===== src/rtl/core/pmq_pkg.sv =====
// pmq_pkg: shared types and constants for the priority message queue
// used by pmq_cell, pmq_chain and priority_message_queue; no dependencies
package pmq_pkg;

    localparam int DEPTH     = 16;
    localparam int MSG_BYTES = 4;

    localparam int PRI_W   = 8;
    localparam int PAY_W   = 32;
    localparam int CFG_W   = 5;
    localparam int FIELD_W = 5;   // width of queue_level and free_space fields
    localparam int STORE_W = (MSG_BYTES * 8 > PAY_W) ? PAY_W : MSG_BYTES * 8;
    localparam int CNT_W   = $clog2(DEPTH + 1);
    localparam int CMP_W   = (CNT_W > CFG_W) ? CNT_W : CFG_W;

    localparam logic [CFG_W-1:0] CAP_RESET = CFG_W'(16);

    localparam logic REQ_PUT = 1'b0;
    localparam logic REQ_GET = 1'b1;

    typedef enum logic [1:0] {
        ST_OK    = 2'd0,
        ST_FULL  = 2'd1,
        ST_EMPTY = 2'd2
    } status_t;

    // contents of one slot of the sorted chain
    typedef struct packed {
        logic               valid;
        logic [PRI_W-1:0]   pri;
        logic [STORE_W-1:0] payload;
    } slot_t;

    // request broadcast to every cell
    typedef struct packed {
        logic               put;
        logic               get;
        logic [PRI_W-1:0]   pri;
        logic [STORE_W-1:0] payload;
    } cmd_t;

endpackage


===== src/rtl/core/pmq_cell.sv =====
// pmq_cell: one slot of the sorted chain, inserts, shifts right on put, left on get
// depends on pmq_pkg
module pmq_cell
    import pmq_pkg::*;
(
    input  logic  aclk,
    input  logic  aresetn,
    input  cmd_t  cmd,
    input  logic  left_after,   // new word goes after the left neighbor
    input  slot_t left_slot,
    input  slot_t right_slot,
    output logic  after,        // new word goes after this cell
    output slot_t slot
);

    slot_t slot_reg;
    slot_t slot_next;

    // sorted descending and valid as a prefix, so this is a prefix too;
    // equal priority stays ahead of the new word
    assign after = slot_reg.valid && (slot_reg.pri >= cmd.pri);
    assign slot  = slot_reg;

    always_comb begin
        slot_next = slot_reg;
        if (cmd.put) begin
            if (after) begin
                slot_next = slot_reg;
            end else if (left_after) begin
                slot_next.valid   = 1'b1;
                slot_next.pri     = cmd.pri;
                slot_next.payload = cmd.payload;
            end else begin
                slot_next = left_slot;
            end
        end else if (cmd.get) begin
            slot_next = right_slot;
        end
    end

    // only the valid mark is reset, the data follows it
    always_ff @(posedge aclk) begin
        slot_reg.pri     <= slot_next.pri;
        slot_reg.payload <= slot_next.payload;
        if (!aresetn) begin
            slot_reg.valid <= 1'b0;
        end else begin
            slot_reg.valid <= slot_next.valid;
        end
    end

endmodule


===== src/rtl/core/pmq_chain.sv =====
// pmq_chain: row of DEPTH cells, slot 0 holds the next word to leave
// depends on pmq_pkg and pmq_cell
module pmq_chain
    import pmq_pkg::*;
(
    input  logic             aclk,
    input  logic             aresetn,
    input  cmd_t             cmd,
    output slot_t            head,
    output logic [DEPTH-1:0] valid_vec
);

    slot_t slots [DEPTH];
    logic  afters [DEPTH];
    slot_t empty_slot;

    always_comb begin
        empty_slot         = '0;
        empty_slot.payload = '0;
    end

    for (genvar i = 0; i < DEPTH; i++) begin : g_cell
        logic  l_after;
        slot_t l_slot;
        slot_t r_slot;

        if (i == 0) begin : g_first
            assign l_after = 1'b1;
            assign l_slot  = empty_slot;
        end else begin : g_mid
            assign l_after = afters[i-1];
            assign l_slot  = slots[i-1];
        end

        if (i == DEPTH - 1) begin : g_last
            assign r_slot = empty_slot;
        end else begin : g_inner
            assign r_slot = slots[i+1];
        end

        pmq_cell u_cell (
            .aclk       (aclk),
            .aresetn    (aresetn),
            .cmd        (cmd),
            .left_after (l_after),
            .left_slot  (l_slot),
            .right_slot (r_slot),
            .after      (afters[i]),
            .slot       (slots[i])
        );

        assign valid_vec[i] = slots[i].valid;
    end

    assign head = slots[0];

endmodule


===== src/rtl/core/priority_message_queue.sv =====
// priority_message_queue: top level, bounded queue ordered by priority
// depends on pmq_pkg and pmq_chain (which uses pmq_cell)
//
//  channel  dir  handshake               contents
//  s_       in   s_tvalid / s_tready     tuser: req_type; tdata: priority_req, payload_in
//  m_       out  m_tvalid / m_tready     tuser: status; tdata: payload, priority, count, free
//  cfg_     in   cfg_valid / cfg_ready   cfg_data: capacity_limit
//
// one request per cycle while m_ takes each result: the whole chain inserts or removes at once,
// each cell looks only at its two neighbors and the broadcast request
// the result word sits in an output register; a new request is taken in the same
// cycle the previous result is taken, so a stalled m_ side stalls s_ after one word
// reset clears all valid marks and the count, capacity_limit returns to 16
// cfg_ready is always high
module priority_message_queue
    import pmq_pkg::*;
(
    input  logic        aclk,
    input  logic        aresetn,
    // request words
    input  logic        s_tvalid,
    output logic        s_tready,
    input  logic [39:0] s_tdata,   // [7:0] priority_req, [39:8] payload_in
    input  logic [0:0]  s_tuser,   // [0] req_type
    // result words
    output logic        m_tvalid,
    input  logic        m_tready,
    output logic [55:0] m_tdata,   // [31:0] payload_out, [39:32] priority_out,
                                   // [44:40] queue_level, [49:45] free_space, rest zero
    output logic [1:0]  m_tuser,   // [1:0] status
    // capacity limit register
    input  logic        cfg_valid,
    output logic        cfg_ready,
    input  logic [4:0]  cfg_data
);

    // request decode
    logic               s_fire;
    logic               req_kind;
    logic [PRI_W-1:0]   req_pri;
    logic [PAY_W-1:0]   req_pay;

    // state
    logic [CFG_W-1:0]   cap_reg;
    logic [CNT_W-1:0]   held_reg;
    logic [CNT_W-1:0]   held_next;

    // output register
    logic               m_valid_reg;
    logic [55:0]        m_data_reg;
    logic [55:0]        m_data_next;
    status_t            m_stat_reg;
    status_t            m_stat_next;

    // effective limit and derived flags
    logic [CMP_W-1:0]   cap_ext;
    logic [CMP_W-1:0]   lim_ext;
    logic [CNT_W-1:0]   lim;
    logic               is_full;
    logic               is_empty;
    logic [CNT_W-1:0]   free_next;

    cmd_t               cmd;
    slot_t              head;
    logic [DEPTH-1:0]   valid_vec;

    assign req_kind = s_tuser[0];
    assign req_pri  = s_tdata[7:0];
    assign req_pay  = s_tdata[39:8];

    assign s_tready  = !m_valid_reg || m_tready;
    assign s_fire    = s_tvalid && s_tready;
    assign cfg_ready = 1'b1;

    // clamp limit to 1..DEPTH
    always_comb begin
        cap_ext = CMP_W'(cap_reg);
        if (cap_ext == '0) begin
            lim_ext = CMP_W'(1);
        end else if (cap_ext > CMP_W'(DEPTH)) begin
            lim_ext = CMP_W'(DEPTH);
        end else begin
            lim_ext = cap_ext;
        end
        lim = CNT_W'(lim_ext);
    end

    assign is_full  = (held_reg >= lim) || (held_reg >= CNT_W'(DEPTH));
    assign is_empty = (held_reg == '0);

    // broadcast to the chain, only for requests that change it
    always_comb begin
        cmd.put     = s_fire && (req_kind == REQ_PUT) && !is_full;
        cmd.get     = s_fire && (req_kind == REQ_GET) && !is_empty;
        cmd.pri     = req_pri;
        cmd.payload = req_pay[STORE_W-1:0];
    end

    pmq_chain u_chain (
        .aclk      (aclk),
        .aresetn   (aresetn),
        .cmd       (cmd),
        .head      (head),
        .valid_vec (valid_vec)
    );

    // count after this request and result word
    always_comb begin
        held_next = held_reg;
        if (cmd.put) begin
            held_next = held_reg + CNT_W'(1);
        end else if (cmd.get) begin
            held_next = held_reg - CNT_W'(1);
        end

        free_next = (held_next < lim) ? (lim - held_next) : '0;

        m_stat_next = ST_OK;
        if (req_kind == REQ_PUT) begin
            if (is_full) begin
                m_stat_next = ST_FULL;
            end
        end else if (is_empty) begin
            m_stat_next = ST_EMPTY;
        end

        m_data_next = '0;
        if (cmd.get) begin
            m_data_next[31:0]  = PAY_W'(head.payload);
            m_data_next[39:32] = head.pri;
        end
        m_data_next[44:40] = FIELD_W'(held_next);
        m_data_next[49:45] = FIELD_W'(free_next);
    end

    always_ff @(posedge aclk) begin
        if (!aresetn) begin
            cap_reg     <= CAP_RESET;
            held_reg    <= '0;
            m_valid_reg <= 1'b0;
            m_stat_reg  <= ST_OK;
        end else begin
            if (cfg_valid && cfg_ready) begin
                cap_reg <= cfg_data;
            end
            held_reg <= held_next;
            if (s_fire) begin
                m_valid_reg <= 1'b1;
                m_stat_reg  <= m_stat_next;
            end else if (m_tready) begin
                m_valid_reg <= 1'b0;
            end
        end
    end

    // result payload needs no reset
    always_ff @(posedge aclk) begin
        if (s_fire) begin
            m_data_reg <= m_data_next;
        end
    end

    assign m_tvalid = m_valid_reg;
    assign m_tdata  = m_data_reg;
    assign m_tuser  = m_stat_reg;

`ifndef NO_ASSERTIONS
    // valid marks always form a prefix whose length is the count
    a_valid_count: assert property (@(posedge aclk) disable iff (!aresetn)
        ($countones(valid_vec) == 32'(held_reg)) &&
        ((valid_vec & (valid_vec + DEPTH'(1))) == '0))
        else $error("valid marks disagree with held count");

    // a put refused for a full queue reports full and leaves the count
    a_full_put: assert property (@(posedge aclk) disable iff (!aresetn)
        (s_fire && (req_kind == REQ_PUT) && is_full) |=>
        (m_tvalid && (m_tuser == ST_FULL) && $stable(held_reg)))
        else $error("refused put changed the queue or misreported");

    // a waiting result reports the count the queue now holds
    a_count_field: assert property (@(posedge aclk) disable iff (!aresetn)
        m_tvalid |-> (m_tdata[44:40] == FIELD_W'(held_reg)))
        else $error("queue level field does not match held count");
`endif

endmodule

===== config.mk =====
export PLATFORM = sky130hd
export DESIGN_NAME = priority_message_queue
export DESIGN_NICKNAME = d
export VERILOG_FILES = /design/src/rtl/core/pmq_pkg.sv /design/src/rtl/core/pmq_cell.sv /design/src/rtl/core/pmq_chain.sv /design/src/rtl/core/priority_message_queue.sv
export SDC_FILE = /design/constraint.sdc
export NUM_CORES = 1
export LEC_CHECK = 0
export ABC_AREA = 1
export BUFFER_PORTS_ARGS = -buffer_cell sky130_fd_sc_hd__clkbuf_2
export CAP_MARGIN = 20
export CORE_UTILIZATION = 60
export CTS_CLUSTER_DIAMETER = 40
export DETAILED_ROUTE_END_ITERATION = 7
export GPL_TIMING_DRIVEN = 0
export PLACE_DENSITY = 0.77
export SLEW_MARGIN = 5
export SYNTH_ARGS = -nofsm -noshare
export SYNTH_HDL_FRONTEND = slang
export SYNTH_HIERARCHICAL = 1
export SYNTH_SLANG_ARGS = --single-unit

===== constraint.sdc =====
create_clock -name aclk -period 11.4 [get_ports aclk]
set_input_delay 2.28 -clock aclk [delete_from_list [all_inputs] [get_ports aclk]]
set_output_delay 2.28 -clock aclk [all_outputs]
set_load 0.005 [all_outputs]

== Word-level counts from Yosys, hierarchy flattened ==
Cells that the tools add are included.

* $add $sub $neg: 3
* $mul: 0
* Divide/modulo/power cells: 0
* $lt $le $gt $ge: 20
* Equality and inequality tests: 16
* Shifts and indexed selects: 0
* Mux-type cells: 72
* Bitwise operators: 1
* Reduce and logical (&&, ||, !) cells: 46

{| class="wikitable"
|+ Operator list
! kind !! count
|-
| 2-to-1 mux 41 bit || 63
|-
| greater-or-equal comparator 8 bit || 16
|-
| != test 2 bit (second input constant) || 16
|-
| AND reduction 2 bit || 16
|-
| logical AND 1 bit || 21
|-
| 2-to-1 mux 5 bit || 4
|-
| logical NOT 5 bit || 2
|-
| adder 5 x 1 -> 5 bit (second input constant) || 1
|-
| greater-or-equal comparator 5 bit || 1
|-
| greater-or-equal comparator 5 bit (second input constant) || 1
|-
| > comparator 5 bit (second input constant) || 1
|-
| less-than comparator 5 bit || 1
|-
| subtractor 5 x 1 -> 5 bit (second input constant) || 1
|-
| subtractor 5 bit || 1
|-
| 2-to-1 mux 2 bit || 2
|-
| nonzero test 2 bit || 2
|-
| logical NOT 1 bit || 3
|-
| 2-to-1 mux 1 bit || 3
|-
| logical OR 1 bit || 2
|-
| NOT 1 bit || 1
|}

* Flip-flop bits (word level): 719
* Latch bits: 0
* Bits in writable memories: 0
* Memory bits (read-only): 0
* Input bits: 51
* Output and inout port bits: 61
* Word-level logic and storage cells: 213
* Memories kept: 0

== Depth between registers and ports, before layout ==
* Word-level depth: 9
* Depth in mapped cells: 21
* Gate-level depth less buffers: 21

== By module ==
The synthesis kept the hierarchy.

{| class="wikitable"
|+ By module, submodules not included
! module !! instances !! cells an instance !! area each (sq um) !! sequential area each (sq um)
|-
| pmq_cell at u_chain.g_cell[1].u_cell ... || 9 || 267 || 2324.7 || 1221.2
|-
| pmq_cell at u_chain.g_cell[0].u_cell ... || 7 || 267 || 2331.0 || 1221.2
|-
| priority_message_queue || 1 || 328 || 3134.3 || 1761.7
|-
| pmq_chain || 1 || 3 || 15.0 || 0.0
|}

== Least setup slack after synthesis ==
Ideal clock, no wire load.

* Path type: input-to-reg
* From: input m_tready
* To: register u_chain.g_cell[15].u_cell.slot_reg, in the netlist u_chain/g_cell[15].u_cell/slot[0], enable pin
* Library setup time: 0.411 ns
* Arrival: 4.900 ns
* Data required time: 10.989 ns
* Setup slack: 6.089 ns
* Cell stages on the path: 6
* Buffers on the path: 0
* Cells stage by stage: inv_1 nand2_2 nand3_1 nor2_2 nor2_4 a21oi_2

{| class="wikitable"
|+ RTL lines
! item !! line !! source
|-
| start: declaration || priority_message_queue.sv:27 || <nowiki>input logic m_tready,</nowiki>
|-
| end: declaration || pmq_cell.sv:16 || <nowiki>slot_t slot_reg;</nowiki>
|}

== Worst setup path after layout ==
* From: input m_tready
* To: output s_tready

* Longest elaborated chain between the ends: 1

{| class="wikitable"
|+ Ends and longest elaborated chain
! item !! line !! source
|-
| logical OR 1 bit || priority_message_queue.sv:71 || <nowiki>assign s_tready = !m_valid_reg || m_tready;</nowiki>
|-
| end: declaration || priority_message_queue.sv:22 || <nowiki>output logic s_tready,</nowiki>
|}

Every way passes these cells.

==> summary.txt <==
Outcome
  – Outcome: finished, final reports clean

Detailed routing
  – Starting DRT DRC Count: 3679
  – Routed wire length: 109 mm
  – WL per Instance: 18.6 um
  – Post-DRT Antenna Nets: 0
  – TritonRoute pass-1 iters: 6
  – # DRC: 0
  – DR vias/cell: 5.84
  – Vias: 34300

Die
  – Die width: 261 um
  – Die Area: 68300 sq um
  – Top Ports: 112
  – Initial Util: 0.610
  – Core Area: 66200 sq um
  – Rows: 94
  – Die H: 261 um

Min path
  – Hold Crit Depth: 2
  – WHS Endpoint: m_tuser[0]
  – Hold Crit Start: m_tuser[0]
  – Worst hold path class: reg2reg

Finish
  – Most frequent cells in the layout: 1233 x o21ai_1, 854 x nand2_1, 720 x nor2_1
  – Layout area overhead: 15.1%
  – Final antenna diode count: 0
  – Layout cells sized above 1: 0.158
  – Commonest non-fill, non-tap cell in the layout: o21ai_1
  – Core Util, Final: 0.702
  – Design Area, Final: 46500 sq um
  – Fin nets: 5116
  – Max FFs per register: 656
  – Final Non-Filler Cells: 5881

Timing
  – Setup ws final: 6.52 ns
  – Hold slack: 0.463 ns
  – Rel. slew slack: 0.387
  – Fin. Hold Viols: 0
  – F_max: 0.205 GHz
  – Crit share post-route: 0.428
  – RSZ-0062 raised after global routing: false
  – Max Slew Vio Count: 0
  – Worst clock skew: 0.0282 ns
  – Min Tclk post-route: 4.88 ns
  – Setup violations, final: 0
  – Slew @ Worst Pin: 0.919 ns
  – Setup TNS: 0 ns

Global route
  – Vias in the first global route: 34800
  – Total GRT Usage: 0.319
  – Grt ovf: 0
  – Met2 GRT Util: 0.537
  – GRT met1 Usage: 0.434
  – Initial antenna violation count: 0
  – Largest net degree at the start of global routing: 41
  – Gr busiest metal: met2
  – Grt met3 use: 0.0391
  – First-pass GRT wire length: 175 mm

Clock tree
  – Post-CTS setup buffers: 0
  – Hold_buf cts: 0
  – CTS Root Cell: clkbuf_16
  – Total CTS buffers: 112
  – Clock slew at reported path FFs: 0.05 ns
  – Clk buf depth: 3
  – Worst-skew pair later-pin latency: 0.66 ns
  – TritonCTS clock tree: done
  – CTS H-tree lvls: 3
  – Sink Count: 719
  – PostCTS Resize Cnt: 0

Placed design
  – Placed inst area: 42800 sq um
  – Cells after DPL: 5678
  – Number of I/O port buffers: 104
  – GP Congestion: 0.856
  – Dpl ws: 6.22 ns
  – Half-perimeter wire length after placement: 79.3 mm

Pwr
  – Peak VDD IR: 116 uV
  – Power Total: 8.71 mW
  – Part of the power in the clock network: 0.386
  – Sw Share: 0.304
  – Leak pwr: 19.8 nW
  – Combinational power share: 0.188
  – Reg power frac: 0.426
  – Pint: 6.06 mW
  – Pwr Density: 187 nW/um^2
  – P_sw: 2.64 mW

Setup path
  – Slowest Stage Delay on Critical Path: 0.11 ns
  – Critical path startpoint category: input port
  – Setup Crit Path Kind: in2out
  – Top cell by count, worst path: clkbuf_2
  – Critical path peak fanout: 4
  – Critical-path cell list: clkbuf_2, inv_1, nand2_2, clkbuf_2
  – Worst setup EP type: output pin
  – Cell depth of the worst flop-to-flop path: 13
  – Worst reg2reg setup slack: 7.93 ns
  – Crit-path slowest cell: clkbuf_2
  – RR Endpoint: u_chain/g_cell[2].u_cell/slot[13]
  – Req. time, crit path: 9.12 ns
  – Worst path arrival time: 2.60 ns
  – Worst flop-to-flop path startpoint: cap_ext[2]

Yosys
  – Mapped Cells: 4602
  – Synthesis Warnings: 6
  – Synthesized area: 40400 sq um
  – Mean post-synth cell area: 8.77 sq um

Flow run
  – Maxcap violations: 0
## power by group through the flow
stage          sequential, mW  combinational, mW  clock [mW]
2_1_floorplan            3.66               1.11           0
3_3_place_gp             3.77               1.46           0
3_5_place_dp             3.75               1.58           0
4_1_cts                  3.70               1.60        3.38
5_1_grt                  3.74               1.82        3.49
6_report                 3.71               1.64        3.36
## worst max-delay path, delay by kind of cell
kind                   cells  cell delay, ns
AND/OR/NAND/NOR            1            0.07
buffers and inverters      3            0.24
## how the worst max path moves through the flow
stage | from | to
2_1_floorplan | m_tready | u_chain/g_cell[15].u_cell/slot[0]
3_3_place_gp | m_tready | u_chain/g_cell[15].u_cell/slot[12]
3_5_place_dp | s_tdata[7] | u_chain/g_cell[2].u_cell/slot[16]
4_1_cts | m_tready | s_tready
5_1_grt | m_tready | s_tready
6_report | m_tready | s_tready
## metal layers
| layer | vias to the layer above | routed length [um] | part of all wire |
|---|---|---|---|
| li1 | 16300 | - | - |
| met1 | 16300 | 45600 | 0.42 |
| met5 | - | 0 | 0 |
| met3 | 168 | 9070 | 0.083 |
| met4 | 0 | 1880 | 0.017 |
| met2 | 1526 | 52700 | 0.48 |
## area by class of cell
| class | instances | area (sq um) |
|---|---|---|
| Clock buffer | 122 | 2880 |
| Fill cell | 4995 | 19700 |
| Inverter | 329 | 1240 |
| Tap cell | 864 | 1080 |
| Clock inverter | 81 | 790 |
| Sequential cell | 719 | 21300 |
| Buffer | 285 | 1670 |
| Timing Repair Buffer | 122 | 888 |
| Multi-Input combinational cell | 3359 | 16600 |
Power figures use the tool's default switching activity.
